### config.mk
export PLATFORM = sky130hd
export DESIGN_NAME = rnt_ctrl
export DESIGN_NICKNAME = d
export VERILOG_FILES = /design/src/hw/rtl/rdma_receiver_ack_nack_tracker_assert.svh /design/src/hw/rtl/rnt_pkg.sv /design/src/hw/rtl/rnt_ctrl.sv
export SDC_FILE = /design/constraint.sdc
export NUM_CORES = 1
export LEC_CHECK = 0
export BUFFER_PORTS_ARGS = -buffer_cell sky130_fd_sc_hd__clkbuf_2
export CAP_MARGIN = 20
export CORE_MARGIN = 2
export CORE_UTILIZATION = 52
export DETAILED_ROUTE_END_ITERATION = 10
export PLACE_DENSITY = 0.81
export SETUP_SLACK_MARGIN = 0.02
export SLEW_MARGIN = 20
export SYNTH_ARGS = -nofsm -noshare
export SYNTH_HDL_FRONTEND = slang
export SYNTH_SLANG_ARGS = --single-unit
### constraint.sdc
create_clock -name clk_i -period 3.7 [get_ports clk_i]
set_input_delay 0.185 -clock clk_i [delete_from_list [all_inputs] [get_ports clk_i]]
set_output_delay 0.185 -clock clk_i [all_outputs]
set_load 0.01 [all_outputs]
### src/hw/rtl/rdma_receiver_ack_nack_tracker_assert.svh
// ----------------------------------------------------------------------------
// Assertion macros for the RDMA receiver ACK/NACK tracker
// Shorthand for the concurrent checks written at the end of the top level.
// ----------------------------------------------------------------------------
`ifndef RDMA_RECEIVER_ACK_NACK_TRACKER_ASSERT_SVH
`define RDMA_RECEIVER_ACK_NACK_TRACKER_ASSERT_SVH

// The consequent must hold in the same cycle as the antecedent.
`define RNT_ASSERT_SAME(lbl, clk, rstn, ante, cons, msg) \
  lbl: assert property (@(posedge clk) disable iff (!rstn) (ante) |-> (cons)) else $error(msg);

// The consequent must hold in the cycle after the antecedent.
`define RNT_ASSERT_NEXT(lbl, clk, rstn, ante, cons, msg) \
  lbl: assert property (@(posedge clk) disable iff (!rstn) (ante) |=> (cons)) else $error(msg);

`endif

### src/hw/rtl/rnt_pkg.sv
// ----------------------------------------------------------------------------
// RDMA receiver tracker package
// Shared types and constants of the controller and datapath.
// ----------------------------------------------------------------------------
package rnt_pkg;

  localparam int unsigned Flows     = 16;
  localparam int unsigned FlowW     = 4;
  localparam int unsigned WindowMax = 16;
  localparam int unsigned WinIdxW   = 4;
  localparam int unsigned WinCntW   = 5;
  localparam int unsigned SlotW     = 48;

  localparam logic [4:0]  WinReset = 5'd16;
  localparam logic [19:0] BwReset  = 20'd25600;

  // Configuration register indexes.
  localparam logic REG_WINDOW_SIZE = 1'b0;
  localparam logic REG_BANDWIDTH   = 1'b1;

  // Transaction command codes.
  localparam logic CMD_DATA  = 1'b0;
  localparam logic CMD_CLEAR = 1'b1;

  typedef enum logic [1:0] {
    ST_DUP   = 2'd0,
    ST_INORD = 2'd1,
    ST_OOO   = 2'd2,
    ST_CLEAR = 2'd3
  } pkt_status_e;

  // Commands from the controller to the datapath.
  typedef struct packed {
    logic cap;
    logic clear;
    logic sample;
    logic scan;
    logic classify;
    logic adv;
    logic absorb;
    logic commit;
    logic div_start;
    logic store;
    logic mul;
    logic cmp;
  } ctl_cmd_t;

  // Status from the datapath to the controller.
  typedef struct packed {
    logic        is_clear;
    logic        scan_done;
    pkt_status_e cls;
    logic        absorb_done;
    logic        div_done;
  } dp_status_t;

endpackage

### src/hw/rtl/rnt_ctrl.sv
// ----------------------------------------------------------------------------
// RDMA receiver tracker controller
// Sequences the datapath through sampling, scanning, reordering and NACK test.
// ----------------------------------------------------------------------------
module rnt_ctrl (
  input  logic                clk_i,
  input  logic                rst_ni,
  input  logic                start,
  output logic                busy,
  output logic                res_valid_o,
  output rnt_pkg::ctl_cmd_t   ctl_o,
  input  rnt_pkg::dp_status_t stat_i
);
  import rnt_pkg::*;

  typedef enum logic [8:0] {
    S_IDLE   = 9'b000000001,
    S_SAMPLE = 9'b000000010,
    S_SCAN   = 9'b000000100,
    S_ABSORB = 9'b000001000,
    S_DIV    = 9'b000010000,
    S_GAP    = 9'b000100000,
    S_MUL    = 9'b001000000,
    S_CMP    = 9'b010000000,
    S_OUT    = 9'b100000000
  } state_e;

  state_e state_q, state_d;

  // Next state and command decode.
  always_comb begin
    state_d = state_q;
    ctl_o   = '0;
    case (state_q)
      S_IDLE: begin
        if (start) begin
          ctl_o.cap = 1'b1;
          state_d   = S_SAMPLE;
        end
      end
      S_SAMPLE: begin
        if (stat_i.is_clear) begin
          ctl_o.clear = 1'b1;
          state_d     = S_OUT;
        end else begin
          ctl_o.sample = 1'b1;
          state_d      = S_SCAN;
        end
      end
      S_SCAN: begin
        ctl_o.scan = 1'b1;
        if (stat_i.scan_done) begin
          ctl_o.classify = 1'b1;
          case (stat_i.cls)
            ST_DUP: state_d = S_OUT;
            ST_INORD: begin
              ctl_o.adv = 1'b1;
              state_d   = S_ABSORB;
            end
            default: begin
              ctl_o.div_start = 1'b1;
              state_d         = S_DIV;
            end
          endcase
        end
      end
      S_ABSORB: begin
        ctl_o.absorb = 1'b1;
        if (stat_i.absorb_done) begin
          ctl_o.commit = 1'b1;
          state_d      = S_OUT;
        end
      end
      S_DIV: begin
        if (stat_i.div_done) begin
          state_d = S_GAP;
        end
      end
      S_GAP: begin
        ctl_o.store = 1'b1;
        state_d     = S_MUL;
      end
      S_MUL: begin
        ctl_o.mul = 1'b1;
        state_d   = S_CMP;
      end
      S_CMP: begin
        ctl_o.cmp = 1'b1;
        state_d   = S_OUT;
      end
      S_OUT: begin
        state_d = S_IDLE;
      end
      default: begin
        state_d = S_IDLE;
      end
    endcase
  end

  // State register.
  always_ff @(posedge clk_i or negedge rst_ni) begin
    if (!rst_ni) begin
      state_q <= S_IDLE;
    end else begin
      state_q <= state_d;
    end
  end

  assign busy        = state_q != S_IDLE;
  assign res_valid_o = state_q == S_OUT;

endmodule

* After elaboration in Yosys (flattened, before gate mapping)
Cells that the tools add are included.
Storage, ports and cells: register bits 9, input port bits 9, output and inout bits 14, logic and storage cells 42
Cells by class: equality and inequality tests 15, muxes and demuxes 23, reductions and logical operators 3
Operators with widths (count):
- $pmux 9 s8 | 1
- $mux 9 | 5
- $pmux 9 s2 | 1
- $mux 1 | 12
- $eq 9x1->1 const B | 1
- $eq 9x2->1 const B | 1
- $eq 9x3->1 const B | 1
- $eq 9x4->1 const B | 1
- $eq 9x5->1 const B | 1
- $eq 9x6->1 const B | 1
- $eq 9x7->1 const B | 1
- $eq 9x8->1 const B | 1
- $eq 9x9->1 const B | 1
- $ne 9x1->1 const B | 1
- $ne 2x2->1 const B | 4
- $mux 2 | 3
- $reduce_and 4->1 | 1
- $mux 3 | 1
- $eq 2x1->1 const B | 1
- $logic_not 2->1 | 1
- $reduce_or 2->1 | 1

* Depth between registers and ports, before layout
word-level depth 5, mapped depth 5, mapped depth without buffers 4

* Worst setup path before layout
No wires, ideal clock.
path type register to output, start reg state_q[1], end out ctl_o[6] in the netlist's numbering, arrival time 1.740 ns, data required time 3.515 ns, slack 1.775 ns, cell stages (with the launch flop) 6, buffers on the path 1, cell sequence dfrtp_1 -> buf_6 -> or4_4 -> nor4_4 -> and2_4 -> and3b_1
RTL lines:
- start: declaration | line rnt_ctrl.sv:28 | state_e state_q, state_d;
- start signal: assignment | line rnt_ctrl.sv:105 | state_q <= state_d;
- end: declaration | line rnt_ctrl.sv:11 | output rnt_pkg::ctl_cmd_t ctl_o,

==> summary by stage <==
Setup path
The worst setup path category is reg2out. The required time reported for the critical path endpoint is 3510 ps. The arrival time at the worst endpoint is 2060 ps.

The number of buffers and inverters on the critical path is 1. The worst setup path is launched from a flip-flop. In this run the number of cells on the critical path is 5. The kind of cell with the highest combined delay along the critical path is simple AND/OR/NAND/NOR gates.

The cell depth of the worst flop-to-flop path is 3. The nature of the critical path endpoint is a primary output. The critical-path cell with the highest stage delay is or4_4. Walking the worst path, the cells encountered are or4_4 -> nor4_4 -> and2_4 -> and3b_1 -> clkbuf_2. Along the worst path, the maximum fanout reaches 9. In this design, the stage delay of the slowest critical-path cell is 540 ps.

STA
For the pin with the worst max-slew slack, the measured transition is 370 ps. Setup total negative slack on the finished layout was measured at 0 ps. The relative max-transition margin is 75.3%. Setup repair after global routing left no endpoint under its margin. The final cycle utilization of the critical path is 60.6%.

For this run, the top clock speed supported by timing is 446 MHz. Clock skew on the completed layout was measured at 1.49 ps. The total count of hold-check failures in the final report is 0.

The final number of max-transition violations is 0. The worst path in the final design needs a cycle of 2240 ps, including I/O delays and setup. The final-report setup violation count is 0.

Min path
The min-delay analysis places its worst path in the category in2reg. The worst hold path was traced through 2 stages.

Synth
Counting distinct cell types in the post-synthesis netlist gives 36. In the synthesized netlist the dominant register cell turns out to be dfrtp_1. For this run, the register share of the synthesized area comes to 31.6%. After synthesis the cells add up to 717 sq um. In this run, synthesis produced a sequential element count of 9. When the netlist entered floorplanning its net count stood at 91.

The number of enable flip-flop cells after synthesis is 0. Synthesis handed over a netlist of 82 instances. By area the synthesized netlist is led by dfrtp_1 28%, nor3b_1 6.3%, dfstp_2 3.7%, nor2_1 3.7%, xor2_1 3.7%.

dfrtp_1 takes more of the synthesized area than any other cell. Of the post-synthesis cell area, the dominant cell type holds 27.9%. Yosys printed 0 warnings.

The async set-or-reset flop fraction in the synthesized netlist is 100%. After synthesis, the mean cell area works out to 8.74 sq um.

Clocking
The clock tree root buffer cell is clkbuf_4. The level count of the clock H-tree is 1. For this design, the sink count on the clock tree is 9. At the later pin of the worst-skew pair, clock insertion delay measures 260 ps. Post-CTS repair changed the size of 0 cells. The clock-pin slew on the worst setup and hold paths is 60 ps.

The longest clock path from root to sink contains 2 buffers. TritonCTS built the clock tree. Buffers inserted during clock tree synthesis total 3.

Placed design
The number of input and output port buffers inserted is 22. The cell area reported after detailed placement is 790 sq um. Detailed placement ended at an HPWL of 1.19 mm. At the end of routability-driven placement, the weighted congestion stood at 0.851.

Drt
The final routed DRC violation total is 0. For this block, the initial DRC count from the detailed router was 19. The final routed wire length divided by cell count is 13.1 microns. After detailed routing, the total wire length is 1.53 mm.

The final route contains 692 vias. The first detailed-routing pass took 4 iterations. The via count normalized by instance count is 5.91. The number of nets with antenna violations after routing is 0.

Die
From bottom edge to top edge, the die measures 41.1 microns. The initial standard-cell utilization of the core is 55.1%. The core region area is 1300 sq um. The initialized floorplan defines 13 standard-cell rows. The horizontal die dimension is 41.1 microns. The number of top-level pins is 23. The die covers 1690 sq um.

GRT
Summed over all layers, the global routing overflow is 0. Entering global routing, the biggest net connects 12 pins. The first global-routing pass estimated 2.36 mm of wire. The global-route usage over all layers is 22.0%.

The initial antenna violation count was 0. The number of global-route vias before repair is 574.

Layout
The largest registers in the layout are state_q (9). The layout has 123 filler cells. The diode insertion count for antenna repair is 0. The register with the most flip-flops in the layout has 9 of them. Leaving out fill and tap cells, the most frequent cells in the layout are 22 x clkbuf_2, 8 x dfrtp_1, 7 x nor2_1. The share of post-route cells with drive strength above 1 is 31.4%.

The net count reported at finish is 112. The cell area after layout is 827 sq um. Leaving out fill and tap cells, the most frequent cell in the layout is clkbuf_2.

state_q holds more flip-flops than any other register. The post-synthesis to final-layout area growth is 15.4%.

Flow run
The number of max-capacitance violations reported is 0.

Pwr
For this design the static power due to leakage is 0.000428 uW. The worst voltage drop across the vdd grid is 0.000325 V. The power per standard cell area is 492 nW/um^2.

Status
The run finished with clean final reports.
## where the power goes
| group | internal [uW] | total, uW | leakage (uW) | switching (uW) |
|---|---|---|---|---|
| registers | 118 | 152 | 0.000121 | 33.9 |
| logic | 83.9 | 180 | 0.000290 | 95.7 |
| clock network | 39.9 | 75.2 | 0.0000177 | 35.3 |
## through the flow
stage	total power, uW	setup slack [ps]	hold slack [ps]	utilization, %	cells
final	407	1460	94.4	63.6	117
after CTS	411	1450	93.3	63.6	117
after global placement	327	1760	46.6	60.7	112
after global routing	442	1310	87.0	63.6	117
after detailed placement	333	1740	50.1	60.7	112
after floorplan	296	1770	-111	-	82
## kinds of logic after synthesis
logic type,synth area share [%]
buf+inv,9.95
xor+xnor,3.67
flops,31.6
compound gates,11.5
simple gates,43.3
## final timing paths
kind | start | to | slack (ps)
worst max-delay path | state_q[1] | ctl_o[6] | 1460
worst min-delay path | start | state_q[0] | 90
worst max register to register | state_q[3] | state_q[0] | 1900
worst min register to register | state_q[6] | state_q[6] | 650
max in group asynchronous | rst_ni | state_q[0] | 3130
min in group asynchronous | rst_ni | state_q[6] | 310
## timing repair
item / 4_1_cts / 5_1_grt
endpoints found under the hold margin: 9 / 0
hold buffers: 1 / 0
buffers inserted: 0 / 0
setup endpoints to repair: 0 / 0
## synthesized netlist by cell type, drive strengths merged, types with 3 or more instances
| cell type | n |
|---|---|
| or4 | 3 |
| inv | 4 |
| nand2 | 4 |
| nor2 | 7 |
| and2 | 3 |
| xor2 | 3 |
| nor4 | 3 |
| clkbuf | 3 |
| dfrtp | 8 |
| and3 | 4 |
| nor3 | 5 |
| nor3b | 6 |
| o21ai | 5 |
| buf | 4 |
## layout make-up
class                   count  area (sq um)  area share (%)
multi-input cells          62           419            50.7
flip-flops and latches      9           226            27.4
repair buffers             23           120            14.5
clock buffers               3          22.5            2.72
well taps                  15          18.8            2.27
inverters                   4          15.0            1.82
clock inverters             1          5.00           0.605
## routing by layer
layer / GRT usage [%] / up-vias / routed length, microns
met1: 25.9 / 328 / 678
met5: 0 / - / 0
met2: 36.7 / 22 / 753
li1: - / 340 / -
met4: 4.84 / 0 / 6
met3: 9.78 / 2 / 90
Note: power is estimated with default switching activity, not from simulation.
